[src/design/sfr_pkg.sv]
// ----------------------------------------------------------------------------
// sfr_pkg
// Shared constants and types of the serial-bus frame receiver.
// ----------------------------------------------------------------------------
package sfr_pkg;

   localparam int FRAME_LEN = 25;
   localparam int NUM_CH    = 16;
   localparam int RAW_W     = 11;
   localparam int CNT_W     = 5;
   localparam int IDX_W     = 4;
   localparam int CHAN_W    = NUM_CH * RAW_W;
   localparam int DVD_W     = 21;
   localparam int QUO_W     = 10;
   localparam int STEP_W    = 5;
   localparam int DIV_STEPS = DVD_W;
   localparam int LAST_DATA = 22;
   localparam int FLAG_POS  = 23;

   localparam logic [RAW_W-1:0] US_LOW  = 11'd1000;
   localparam logic [RAW_W-1:0] US_HIGH = 11'd2000;
   localparam logic [DVD_W-1:0] US_SPAN = 21'd1000;
   localparam logic [RAW_W-1:0] RAW_MASK = 11'h7FF;

   localparam logic [1:0] ST_NONE  = 2'd0;
   localparam logic [1:0] ST_FRAME = 2'd1;
   localparam logic [1:0] ST_ERROR = 2'd2;

   localparam logic [1:0] REG_START = 2'd0;
   localparam logic [1:0] REG_END   = 2'd1;
   localparam logic [1:0] REG_MIN   = 2'd2;
   localparam logic [1:0] REG_MAX   = 2'd3;

   typedef struct packed {
      logic busy;
      logic done;
   } div_stat_type;

endpackage

[src/design/sfr_div.sv]
// ----------------------------------------------------------------------------
// sfr_div
// Restoring divider, one quotient bit per cycle.
// ----------------------------------------------------------------------------
module sfr_div
   import sfr_pkg::*;
(
   input  logic               clock,
   input  logic               reset,
   input  logic               start,
   input  logic [DVD_W-1:0]   dividend,
   input  logic [RAW_W-1:0]   divisor,
   output div_stat_type       stat,
   output logic [QUO_W-1:0]   quotient
);

   logic              busy_ff, busy_in;
   logic              done_ff, done_in;
   logic [STEP_W-1:0] step_ff, step_in;
   logic [RAW_W:0]    rem_ff, rem_in;
   logic [DVD_W-1:0]  quo_ff, quo_in;
   logic [RAW_W-1:0]  dsr_ff, dsr_in;
   logic [RAW_W:0]    shifted;
   logic [RAW_W+1:0]  trial;
   logic              fits;

   assign shifted = {rem_ff[RAW_W-1:0], quo_ff[DVD_W-1]};
   assign trial   = {1'b0, shifted} - {2'b00, dsr_ff};
   assign fits    = ~trial[RAW_W+1];

   always_comb begin
      busy_in = busy_ff;
      done_in = 1'b0;
      step_in = step_ff;
      rem_in  = rem_ff;
      quo_in  = quo_ff;
      dsr_in  = dsr_ff;
      if (start) begin
         busy_in = 1'b1;
         step_in = '0;
         rem_in  = '0;
         quo_in  = dividend;
         dsr_in  = divisor;
      end else if (busy_ff) begin
         quo_in  = {quo_ff[DVD_W-2:0], fits};
         rem_in  = fits ? trial[RAW_W:0] : shifted;
         step_in = step_ff + 1'b1;
         if (step_ff == STEP_W'(DIV_STEPS - 1)) begin
            busy_in = 1'b0;
            done_in = 1'b1;
         end
      end
   end

   always_ff @(posedge clock) begin
      if (reset) begin
         busy_ff <= 1'b0;
         done_ff <= 1'b0;
         step_ff <= '0;
      end else begin
         busy_ff <= busy_in;
         done_ff <= done_in;
         step_ff <= step_in;
      end
      rem_ff <= rem_in;
      quo_ff <= quo_in;
      dsr_ff <= dsr_in;
   end

   assign stat.busy = busy_ff;
   assign stat.done = done_ff;
   assign quotient  = quo_ff[QUO_W-1:0];

endmodule

[src/design/sbus_frame_receiver_top.sv]
// ----------------------------------------------------------------------------
// sbus_frame_receiver_top
// Serial-bus frame receiver: syncs on the header byte, collects 25-byte
// frames and unpacks 16 channels of 11 bits scaled to microseconds.
//
// The req channel carries one received byte per transfer. Every byte that
// does not complete a good frame gives one rsp transfer (status 0, or
// status 2 when the 25th byte fails the header/end check). The 25th byte
// of a good frame gives 16 rsp transfers, one per channel, last set on
// channel 15. A byte is taken only while the receiver is idle; its rsp is
// registered and shown in the cycle after the req transfer, and the byte
// frees the input once that rsp transfer completes. A channel value that
// clamps is set to 1000 or 2000 us, else the shared one-bit-per-cycle
// divider computes it; a full frame holds the block after the 25th byte's
// transfer until its channels are sent. A stalled rsp holds the block, and
// req_ready stays low until the last rsp transfer completes. Reset
// (synchronous) drops sync and restores the register defaults: start byte
// 15, end byte 0, raw range 172..1811. Registers must be written through
// the APB port only while idle; the block itself does not enforce this.
// ----------------------------------------------------------------------------
module sbus_frame_receiver_top
   import sfr_pkg::*;
(
   input  logic              clock,
   input  logic              reset,
   input  logic              req_valid,
   output logic              req_ready,
   input  logic [7:0]        req_data_byte,
   output logic              rsp_valid,
   input  logic              rsp_ready,
   output logic [1:0]        rsp_status,
   output logic [IDX_W-1:0]  rsp_channel_index,
   output logic [RAW_W-1:0]  rsp_channel_raw,
   output logic [RAW_W-1:0]  rsp_channel_us,
   output logic              rsp_digital_a,
   output logic              rsp_digital_b,
   output logic              rsp_lost_flag,
   output logic              rsp_failsafe_flag,
   output logic              rsp_last,
   input  logic              psel,
   input  logic              penable,
   input  logic              pwrite,
   input  logic [3:0]        paddr,
   input  logic [31:0]       pwdata,
   output logic [31:0]       prdata,
   output logic              pready
);

   localparam logic [2:0] S_IDLE = 3'd0;
   localparam logic [2:0] S_ONE  = 3'd1;
   localparam logic [2:0] S_CALC = 3'd2;
   localparam logic [2:0] S_DIV  = 3'd3;
   localparam logic [2:0] S_CHAN = 3'd4;

   logic [2:0]        state_ff, state_in;
   logic              synced_ff, synced_in;
   logic [CNT_W-1:0]  count_ff, count_in;
   logic [7:0]        head_ff, head_in;
   logic [3:0]        flags_ff, flags_in;
   logic [CHAN_W-1:0] chan_ff, chan_in;
   logic [1:0]        status_ff, status_in;
   logic [IDX_W-1:0]  index_ff, index_in;
   logic [RAW_W-1:0]  us_ff, us_in;
   logic [7:0]        start_ff, end_ff;
   logic [RAW_W-1:0]  min_ff, max_ff;

   logic              req_xfer, rsp_xfer, cfg_write, frame_ok;
   logic [RAW_W-1:0]  raw, raw_diff, span;
   logic [DVD_W-1:0]  product;
   logic              div_start;
   div_stat_type      div_stat;
   logic [QUO_W-1:0]  quotient;

   assign pready    = 1'b1;
   assign cfg_write = psel & penable & pwrite & pready;
   assign req_ready = (state_ff == S_IDLE);
   assign rsp_valid = (state_ff == S_ONE) | (state_ff == S_CHAN);
   assign req_xfer  = req_valid & req_ready;
   assign rsp_xfer  = rsp_valid & rsp_ready;

   assign raw      = chan_ff[RAW_W-1:0];
   assign raw_diff = raw - min_ff;
   assign span     = max_ff - min_ff;
   assign product  = {{(DVD_W-RAW_W){1'b0}}, raw_diff} * US_SPAN;
   assign frame_ok = (head_ff == start_ff) & (req_data_byte == end_ff);

   sfr_div u_div (
      .clock    (clock),
      .reset    (reset),
      .start    (div_start),
      .dividend (product),
      .divisor  (span),
      .stat     (div_stat),
      .quotient (quotient)
   );

   always_comb begin
      state_in  = state_ff;
      synced_in = synced_ff;
      count_in  = count_ff;
      head_in   = head_ff;
      flags_in  = flags_ff;
      chan_in   = chan_ff;
      status_in = status_ff;
      index_in  = index_ff;
      us_in     = us_ff;
      div_start = 1'b0;
      case (state_ff)
         S_IDLE: begin
            if (req_xfer) begin
               status_in = ST_NONE;
               state_in  = S_ONE;
               if (!synced_ff) begin
                  if (req_data_byte == start_ff) begin
                     head_in   = req_data_byte;
                     count_in  = CNT_W'(1);
                     synced_in = 1'b1;
                  end
               end else if (count_ff == CNT_W'(FRAME_LEN - 1)) begin
                  synced_in = 1'b0;
                  count_in  = '0;
                  if (frame_ok) begin
                     index_in = '0;
                     state_in = S_CALC;
                  end else begin
                     status_in = ST_ERROR;
                  end
               end else begin
                  if (count_ff <= CNT_W'(LAST_DATA)) begin
                     chan_in = {req_data_byte, chan_ff[CHAN_W-1:8]};
                  end
                  if (count_ff == CNT_W'(FLAG_POS)) begin
                     flags_in = req_data_byte[3:0];
                  end
                  count_in = count_ff + 1'b1;
               end
            end
         end
         S_ONE: begin
            if (rsp_xfer) begin
               state_in = S_IDLE;
            end
         end
         S_CALC: begin
            status_in = ST_FRAME;
            if (raw <= min_ff) begin
               us_in    = US_LOW;
               state_in = S_CHAN;
            end else if (raw >= max_ff) begin
               us_in    = US_HIGH;
               state_in = S_CHAN;
            end else begin
               div_start = 1'b1;
               state_in  = S_DIV;
            end
         end
         S_DIV: begin
            if (div_stat.done) begin
               us_in    = US_LOW + {{(RAW_W-QUO_W){1'b0}}, quotient};
               state_in = S_CHAN;
            end
         end
         S_CHAN: begin
            if (rsp_xfer) begin
               if (index_ff == IDX_W'(NUM_CH - 1)) begin
                  state_in = S_IDLE;
               end else begin
                  index_in = index_ff + 1'b1;
                  chan_in  = {{RAW_W{1'b0}}, chan_ff[CHAN_W-1:RAW_W]};
                  state_in = S_CALC;
               end
            end
         end
         default: begin
            state_in = S_IDLE;
         end
      endcase
   end

   always_ff @(posedge clock) begin
      if (reset) begin
         state_ff  <= S_IDLE;
         synced_ff <= 1'b0;
         count_ff  <= '0;
         status_ff <= ST_NONE;
         index_ff  <= '0;
         start_ff  <= 8'd15;
         end_ff    <= 8'd0;
         min_ff    <= 11'd172;
         max_ff    <= 11'd1811;
      end else begin
         state_ff  <= state_in;
         synced_ff <= synced_in;
         count_ff  <= count_in;
         status_ff <= status_in;
         index_ff  <= index_in;
         if (cfg_write) begin
            case (paddr[3:2])
               REG_START: start_ff <= pwdata[7:0];
               REG_END:   end_ff   <= pwdata[7:0];
               REG_MIN:   min_ff   <= pwdata[RAW_W-1:0] & RAW_MASK;
               REG_MAX:   max_ff   <= pwdata[RAW_W-1:0] & RAW_MASK;
               default: begin
               end
            endcase
         end
      end
      head_ff  <= head_in;
      flags_ff <= flags_in;
      chan_ff  <= chan_in;
      us_ff    <= us_in;
   end

   always_comb begin
      case (paddr[3:2])
         REG_START: prdata = {24'd0, start_ff};
         REG_END:   prdata = {24'd0, end_ff};
         REG_MIN:   prdata = {21'd0, min_ff};
         REG_MAX:   prdata = {21'd0, max_ff};
         default:   prdata = '0;
      endcase
   end

   logic frame_rsp;
   assign frame_rsp = (status_ff == ST_FRAME);

   assign rsp_status        = status_ff;
   assign rsp_channel_index = frame_rsp ? index_ff : '0;
   assign rsp_channel_raw   = frame_rsp ? raw : '0;
   assign rsp_channel_us    = frame_rsp ? us_ff : '0;
   assign rsp_digital_a     = frame_rsp & flags_ff[0];
   assign rsp_digital_b     = frame_rsp & flags_ff[1];
   assign rsp_lost_flag     = frame_rsp & flags_ff[2];
   assign rsp_failsafe_flag = frame_rsp & flags_ff[3];
   assign rsp_last          = frame_rsp ? (index_ff == IDX_W'(NUM_CH - 1)) : 1'b1;

endmodule
[config.mk]
export PLATFORM = sky130hd
export DESIGN_NAME = sbus_frame_receiver_top
export DESIGN_NICKNAME = d
export VERILOG_FILES = /design/src/design/sfr_pkg.sv /design/src/design/sfr_div.sv /design/src/design/sbus_frame_receiver_top.sv
export SDC_FILE = /design/constraint.sdc
export NUM_CORES = 1
export LEC_CHECK = 0
export BUFFER_PORTS_ARGS = -buffer_cell sky130_fd_sc_hd__buf_2
export CAP_MARGIN = 20
export CORE_MARGIN = 2
export CORE_UTILIZATION = 35
export DETAILED_ROUTE_END_ITERATION = 7
export GPL_TIMING_DRIVEN = 1
export PLACE_DENSITY_LB_ADDON = 0.08
export SLEW_MARGIN = 25
export SYNTH_ARGS = -nofsm -noshare
export SYNTH_HDL_FRONTEND = slang
export SYNTH_SLANG_ARGS = --single-unit
[constraint.sdc]
create_clock -name clock -period 11.6 [get_ports clock]
set_clock_uncertainty 0.2 [all_clocks]
set_input_delay 2.32 -clock clock [delete_from_list [all_inputs] [get_ports clock]]
set_output_delay 2.32 -clock clock [all_outputs]
set_load 0.05 [all_outputs]
* Yosys cells after proc, flatten, opt, wreduce, memory -nomap -nowiden
Index checks and enable logic that the tools add are counted.
** Operators by class
- Equal/unequal tests :: 26
- Muxes and demuxes :: 55
- Bitwise gates (word level) :: 14
- Multiply operators :: 1
- Reduce and logical (&&, ||, !) cells :: 22
- Order comparisons :: 3
- Add/subtract/negate cells :: 7
** Operators with widths (count)
- 176-bit two-way mux :: 6
- 176-bit case mux with 2 select lines :: 1
- 32-bit case mux with 4 select lines :: 1
- 11-bit two-way mux :: 6
- 21-bit two-way mux :: 2
- 4-bit two-way mux :: 7
- 8-bit == test :: 3
- 11-bit case mux with 2 select lines :: 1
- 11-bit subtractor :: 2
- 11-bit by 7-bit multiplier with 18-bit output (second input constant) :: 1
- 3-bit two-way mux :: 6
- 2-bit two-way mux :: 8
- 5-bit == test (second input constant) :: 3
- 5-bit two-way mux :: 3
- 3-bit case mux with 5 select lines :: 1
- 7-bit AND reduction :: 2
- 12-bit by 11-bit subtractor with 13-bit output :: 1
- 2-bit by 1-bit inequality test with 1-bit output (second input constant) :: 6
- 2-bit AND reduction :: 6
- 10-bit by 10-bit adder with 11-bit output (first input constant) :: 1
- 11-bit greater-or-equal comparator :: 1
- 11-bit less-or-equal comparator :: 1
- 1-bit two-way mux :: 11
- 5-bit by 1-bit adder with 5-bit output (second input constant) :: 2
- 23 further kinds :: 46
** Storage, ports and cells
- Output and inout port bits :: 68
- Register bits :: 302

* Depth between registers and ports, before layout
Gate-level depths: netlist of run 1.
- Word-level depth :: 7
- Depth in mapped cells :: 24
- Gate-level depth less buffers :: 24

* By module
A second synthesis of run 1 with hierarchy kept.
** Second synthesis, totals
- Cells, all modules :: 1777
- Area, all modules :: 17175.2 um2
** By module, submodules not included
- sbus_frame_receiver_top :: sequential area each 7036.7 um2, times used 1, cells each 1531, area each 14485.1 um2
- sfr_div :: sequential area each 1321.3 um2, times used 1, cells each 246, area each 2690.1 um2

* Worst setup path after synthesis of run 1
OpenSTA, ideal clock, no wires.
- Path type :: in2reg
- From :: input req_valid
- To :: register chan_ff[0] (enable)
- Stages on the path :: 4
- Arrival :: 11.237 ns
- Library setup time :: 0.771 ns
- Setup slack :: -0.608 ns
- Cell sequence :: and2_1 -> a21oi_1 -> o21bai_1 -> a21oi_1
** On the way
- Word-level cells in the longest chain between the ends :: 3
** RTL lines
- start, declared :: line sbus_frame_receiver_top.sv:26 : input logic req_valid,
- 1-bit bitwise AND :: line sbus_frame_receiver_top.sv:78 : assign req_xfer = req_valid & req_ready;
- 2-bit by 1-bit inequality test with 1-bit output (no line)
- 7-bit AND reduction (no line)
- end signal, assigned :: line sbus_frame_receiver_top.sv:210 : chan_ff <= chan_in;
- end, declared :: line sbus_frame_receiver_top.sv:60 : logic [CHAN_W-1:0] chan_ff, chan_in;
Every way passes these cells.
A chain may end at the register's enable or synchronous reset.

* Worst setup path in the final report of run 1
- From :: register min_ff[1]
- To :: register u_div.quo_ff[17] (data pin)
** On the way
- Word-level cells in the longest chain between the ends :: 4
- Elaborated cells on any way between the ends :: 6
** RTL lines
- start, declared :: line sbus_frame_receiver_top.sv:65 : logic [RAW_W-1:0] min_ff, max_ff;
- start signal, assigned :: line sbus_frame_receiver_top.sv:201 : REG_MIN: min_ff <= pwdata[RAW_W-1:0] & RAW_MASK;
- parallel branches: the longest is 3 deep, another holds 11-bit by 7-bit multiplier with 18-bit output
- 21-bit two-way mux * :: line sfr_div.sv:38 : if (start) begin
- named net u_div.quo_in[17] :: line sfr_div.sv:21 : logic [DVD_W-1:0] quo_ff, quo_in;
- end signal, assigned :: line sfr_div.sv:66 : quo_ff <= quo_in;
- end, declared :: line sfr_div.sv:21
Mark *: on every way through the listed nets, which the timed path passes.

==> out/qor.yml, run 1 <==
ys.flop_type: "edfxtp_1"
critPathLaunchType: "register"
vias: 11660
clkPwrFrac_pct: 31.6
max_freq_mhz: 154.5
drc_errors: 0
syn_inst: 1734
period_share_pct: 55.81
swShare_pct: 32.17
r2r_start: "min_ff[1]"
critPathKind: "register to register"
clock_tree.root_cell: "clkbuf_16"
multiInputGateArea_um2: 7795
wl_per_cell_um: 15.43
place.gp.congestion: 0.7884
diodes: 0
hp-class: "register to register"
cts_buffer_depth: 3
yosysWarnings: 0
hold_buffers: 0
reg2reg_depth: 23
setup_viol: 0
grt_max_degree: 100
start_util_pct: 35.32
max_slew_margin_pct: 34.38
synth_cell_types: 74
worstPathArrival_ns: 6.54
cts-resized-gates: 0
num_rows: 80
io_buffers: 73
r2r_end: "u_div.quo_ff[17]"
tightest_slew_ns: 0.9843
hold_depth: 2
grt_pass1_wl_um: 60260
fill_cells: 4780
power_leakage_nw: 8.003
async_flop_share_pct: 0
cts_buffers: 36
synth_area_per_cell_um2: 9.704
hpwl_um: 25640
worstHoldEndpoint: "min_ff[9]"
post-synth-top-count-cell: "nand2_1"
area_growth_pct: 12.10
clkSinkCount: 302
io_pins: 119
wirelength_um: 37350
track_usage_pct: 15.07
required_ns: 11.66
yosysTopAreaCell: "edfxtp_1"
cap_violations: 0
min_from: "min_ff[9]"
internal_power_mw: 2.419
fin_nets: 1948
seq_area_frac_synth_pct: 49.49
drt_iter0_markers: 734
grt_overflow: 0
seqCellArea_um2: 8328
place_ws_ns: 5.078
die_w_um: 223.3
drv_slew: 0
peakVddDrop_v: 0.0001181
whs_ns: 0.2733
p_comb_share_pct: 33.5
post_cts_buffers: 0
avgViaCountPerCell: 4.816
synthesis.area_um2: 16830
critPathCaptureType: "register"
cts.clk_slew.worst_paths_ns: 0.06
dieArea_um2: 49850
cts_tree: "done"
clk_latency_ns: 0.55
status: "finished, final reports clean"
antenna_found_initial: 1
pwr-share-seq_pct: 35.0
hold_viol: 0
core_area_um2: 47650
power.switching_mw: 1.147
worst_slack_ns: 5.126
die_y_um: 223.3
yosysTopAreaCellShare_pct: 40.69
drtAntennaViolNets: 0
drive_gt1_share_pct: 9.579
ys_ff_latch: 302
p_per_area_nw_per_um2: 189.0
regToRegSetupSlack_ns: 5.13
rsz0062_at_grt: "false"
first_global_vias: 11449
synth_common_cells: "580 x nand2_1, 228 x edfxtp_1, 90 x ha_1"
fin_crit_ns: 6.474
synthTopCellsByArea: "edfxtp_1 41%, nand2_1 13%, dfxtp_1 8.8%, ha_1 6.7%, fa_1 3.3%"
synth_edf_count: 228
htreeDepth: 2
worstPathMaxFanout: 7
drt-pass1-iter-count: 7
[worst max-delay path by stage]
stage               from          endpoint  slack (ns)  cells past startpoint
6_report       min_ff[1]  u_div.quo_ff[17]        5.13                     23
5_1_grt        min_ff[1]  u_div.quo_ff[19]        4.72                     22
4_1_cts        min_ff[1]  u_div.quo_ff[19]        5.07                     22
3_5_place_dp   min_ff[1]  u_div.quo_ff[17]        5.08                     23
3_3_place_gp   min_ff[1]  u_div.quo_ff[17]        5.16                     23
2_1_floorplan  req_valid        chan_ff[0]       -0.59                      4
[worst max-delay path, cell delays in order (launching register included)]
cell and delay [ns]:
dfxtp_1 0.44, inv_1 0.14, ha_1 0.31, nor2b_1 0.14
o21ai_1 0.21, nand2_1 0.17, a21o_1 0.20, a21o_2 0.24
xor2_4 0.26, inv_2 0.10, xnor2_1 0.32, inv_1 0.11
fa_1 0.45, fa_1 0.47, fa_1 0.54, inv_1 0.04
ha_1 0.36, a2111oi_0 0.35, o21ai_0 0.18, a221o_1 0.38
a21o_1 0.19, a21oi_1 0.16, xor2_1 0.16, o21ai_0 0.08
[power groups by stage]
| stage | clock (mW) | sequential, mW | combinational [mW] |
|---|---|---|---|
| finish | 1.13 | 1.25 | 1.19 |
| detailed placement | 0 | 1.27 | 1.21 |
| global route | 1.20 | 1.25 | 1.38 |
| floorplan | 0 | 1.27 | 0.993 |
| CTS | 1.17 | 1.25 | 1.21 |
| global placement | 0 | 1.27 | 1.21 |
[through the flow]
step                util [%]  instances  cell area [um2]  setup TNS, ns  power (mW)
detailed placement     37.10       2355            17670              0       2.476
finish                 39.59       2421            18860              0       3.566
floorplan                  -       1754            16910        -104.57       2.266
global route           39.59       2421            18860              0       3.837
global placement       37.09       2355            17670              0       2.478
CTS                    39.53       2420            18840              0       3.628
[routing by layer]
layer	vias up	part of all wire, %	track usage, %
met2	150	46	24.08
met5	-	0.043	0
met1	5560	47	20.29
met4	2	3.6	5.806
met3	72	3.1	2.871
li1	5876	-	-
[state kept, by name, indices dropped and copies added, names as in the netlist, 8 cells and up]
register / cells
start_ff: 8
u_div.rem_ff: 11
head_ff: 8
min_ff: 11
max_ff: 11
us_ff: 11
chan_ff: 176
end_ff: 8
u_div.quo_ff: 21
u_div.dsr_ff: 11
[cell families after synthesis]
kind of cell / count (synthesis) / share of synthesized area, %
compound gates: 168 / 6.425
xor+xnor: 90 / 5.042
fa+ha+maj: 120 / 10.14
buf+inv: 188 / 4.819
flops: 302 / 49.49
mux: 37 / 2.803
other cells: 2 / 0.04463
simple gates: 827 / 21.23
[cell type report]
cell class | count | share of cell area, %
Timing Repair Buffer | 84 | 2.474
Clock buffer | 48 | 5.280
Tap cell | 615 | 4.080
Sequential cell | 302 | 44.15
Multi-Input combinational cell | 1264 | 41.33
Clock inverter | 17 | 0.8756
Inverter | 91 | 1.811
[layout by cell type (no fill, tap or decap), drive strengths merged, types with 22 or more instances in the layout]
cell type and count:
conb 22, and2 48, buf 84, inv 92, a21oi 59, xnor2 57, nor3 22, edfxtp 228
ha 90, mux2i 28, fa 28, dfxtp 74, clkbuf 48, nand2 581, nand3 29, nor2 61
o21ai 39, xor2 33
Note: power is estimated with default switching activity, not from simulation.
==> inputs of run 2 (changes only) <==
--- a/config.mk
+++ b/config.mk
@@ -5,6 +5,7 @@
 export SDC_FILE = /design/constraint.sdc
 export NUM_CORES = 1
 export LEC_CHECK = 0
+export ABC_AREA = 1
 export BUFFER_PORTS_ARGS = -buffer_cell sky130_fd_sc_hd__buf_2
 export CAP_MARGIN = 20
 export CORE_MARGIN = 2
==> constraint.sdc (replaced) <==
create_clock -name clock -period 6.7 [get_ports clock]
set_clock_uncertainty 0.2 [all_clocks]
set_input_delay 1.34 -clock clock [delete_from_list [all_inputs] [get_ports clock]]
set_output_delay 1.34 -clock clock [all_outputs]
set_load 0.05 [all_outputs]
==> run 2 against run 1 <==
Compared with the run above: die area rose by 1.3%; first-iteration DRC count rose by 19%; synthesized area up 1.4%; utilization is 0.30 points higher; critical endpoint is now u_div.quo_ff[20]; largest cell class unchanged; highest routed layer unchanged.
==> out/qor.yml, run 2 <==
final_cell_mix: "458 x nand2_1, 320 x inv_1, 228 x edfxtp_1"
hold_buffers: 0  # unchanged
io_buffers: 73  # unchanged
tns_ns: 0  # unchanged
p_per_area_nw_per_um2: 330.3  # +75%
max_slew_margin_pct: 39.80  # +5.4 points
drt_iter0_markers: 870  # +19%
status: "finished, final reports clean"
critPathLaunchType: "register"
period_share_pct: 84.51  # +29 points
antenna_found_initial: 1  # unchanged
num_rows: 80  # unchanged
fin_nets: 2193  # +13%
critPathTopFamily: "adder cells"
seq_area_frac_synth_pct: 48.83  # -0.66 points
synth_edf_count: 228  # unchanged
reg_top3: "chan_ff: 176 flops, u_div.quo_ff: 21 flops"
cts_buffer_depth: 3  # unchanged
critPathCaptureType: "register"
drv_slew: 0  # unchanged
drc_errors: 0  # unchanged
drt-pass1-iter-count: 5  # -2
critPathMaxStageDelay_ns: 0.59  # +0.05 ns
setup_viol: 0  # unchanged
hp-class: "register to register"
clk_latency_ns: 0.56  # about the same
cts_buffers: 37  # +2.8%
place.gp.congestion: 0.8444  # +7.1%
track_usage_pct: 15.57  # +0.50 points
fin_crit_ns: 5.662  # -0.8113 ns
synthTopCellsByArea: "edfxtp_1 40%, nand2_1 10%, dfxtp_1 8.7%, inv_1 7.1%, ha_1 6.6%"
io_pins: 119  # unchanged
fill_cells: 4860  # +1.7%
wl_per_cell_um: 14.61  # -5.3%
synth_common_cells: "459 x nand2_1, 323 x inv_1, 228 x edfxtp_1"
wirelength_um: 38930  # +4.2%
yosysTopAreaCellShare_pct: 40.14  # -0.55 points
critPathKind: "register to register"
yosysWarnings: 0  # unchanged
async_flop_share_pct: 0  # unchanged
htreeDepth: 2  # unchanged
hpwl_um: 27690  # +8.0%
ys.flop_type: "edfxtp_1"
worstPathMaxFanout: 5  # -2
whs_ns: 0.2516  # -0.02171 ns
vias: 12466  # +6.9%
power_leakage_nw: 8.403  # +5.0%
max_freq_mhz: 176.6  # +14%
yosysTopAreaCell: "edfxtp_1"
ys_ff_latch: 302  # unchanged
die_w_um: 224.7  # +0.67%
final_common_cell: "nand2_1"
die_y_um: 224.7  # +0.67%
cts-resized-gates: 0  # unchanged
clock_tree.root_cell: "clkbuf_16"
worstPathArrival_ns: 5.77  # -0.77 ns
required_ns: 6.81  # -4.85 ns
peakVddDrop_v: 0.0002451  # +110%
cp_slowest_cell: "fa_1"
synth_area_per_cell_um2: 8.675  # -11%
grt_pass1_wl_um: 62850  # +4.3%
core_area_um2: 47950  # +0.63%
cap_violations: 0  # unchanged
syn_inst: 1966  # +13%
synthesis.area_um2: 17060  # +1.4%
cts.clk_slew.worst_paths_ns: 0.06  # about the same
synth_cell_types: 47  # -36%
rsz0062_at_grt: "false"
diodes: 0  # unchanged
top_register: "chan_ff"
cts_tree: "done"
drive_gt1_share_pct: 8.195  # -1.4 points
dieArea_um2: 50510  # +1.3%
critical_path.most_common_cell: "nand2_1"
tightest_slew_ns: 0.8974  # -0.08682 ns
drtAntennaViolNets: 0  # unchanged
post_cts_buffers: 0  # unchanged
post-synth-top-count-cell: "nand2_1"
grt_overflow: 0  # unchanged
first_global_vias: 12012  # +4.9%
avgViaCountPerCell: 4.678  # -2.9%
start_util_pct: 35.57  # +0.26 points
largest_register_ffs: 176  # unchanged
grt_max_degree: 177  # +77%
clkSinkCount: 302  # unchanged
hold_viol: 0  # unchanged
fin_util_pct: 39.89  # +0.30 points
area_growth_pct: 12.13  # about the same
path_buf_inv: 3  # -1
-- run 2: metrics by stage --
stage / power, mW / instances / setup slack [ns] / instance area (um2)
floorplan: 3.924 / 1986 / 0.1693 / 17140
CTS: 6.400 / 2664 / 0.9729 / 19100
global route: 6.807 / 2665 / 0.5591 / 19120
global placement: 4.392 / 2599 / 1.077 / 17920
detailed placement: 4.379 / 2599 / 1.026 / 17920
finish: 6.317 / 2665 / 1.038 / 19120
-- run 2: tightest hold or removal path: cells and delay by family (launching register included) --
kind / cells / cell delay [ns]
flops: 1 / 0.32
compound gates: 1 / 0.06
buf+inv: 1 / 0.04
-- run 2: logic make-up after synthesis --
family	synth area share, %
buffers and inverters	9.691
AOI/OAI and AO/OA	11.44
xor gates and xnor gates	3.081
and+or+nand+nor	17.03
other	0.04403
DFF	48.83
adders and majority gates	9.889
-- run 2: final timing paths --
check	start	end	slack, ns	cells after the start
setup / recovery	chan_ff[0]	u_div.quo_ff[20]	1.04	25
hold / removal	u_div.quo_ff[1]	u_div.quo_ff[1]	0.25	2
setup reg to reg	chan_ff[0]	u_div.quo_ff[20]	1.04	25
hold reg to reg	u_div.quo_ff[1]	u_div.quo_ff[1]	0.25	2
-- run 2: metal layers --
metal  part of all wire, %  GRT usage [%]  vias up
met3                   4.3          3.410       48
met4                   1.7          3.610        2
met1                    48          21.53     5761
li1                      -              -     6492
met2                    46          24.91      163
met5                 0.028              0        -
-- run 2: final cells by class --
| class | count | area [um2] | area share (%) |
|---|---|---|---|
| clock inverters | 12 | 143.9 | 0.7524 |
| repair buffers | 79 | 442.9 | 2.316 |
| multi-input cells | 1274 | 7168 | 37.48 |
| clock buffers | 53 | 1027 | 5.372 |
| flip-flops and latches | 302 | 8328 | 43.55 |
| well taps | 615 | 769.5 | 4.024 |
| inverters | 330 | 1244 | 6.504 |
-- run 2: report_power, final --
part / internal [mW] / switching (mW)
clock network: 1.15 / 0.827
registers: 2.12 / 0.0470
logic: 0.807 / 1.36
total: 4.08 / 2.23
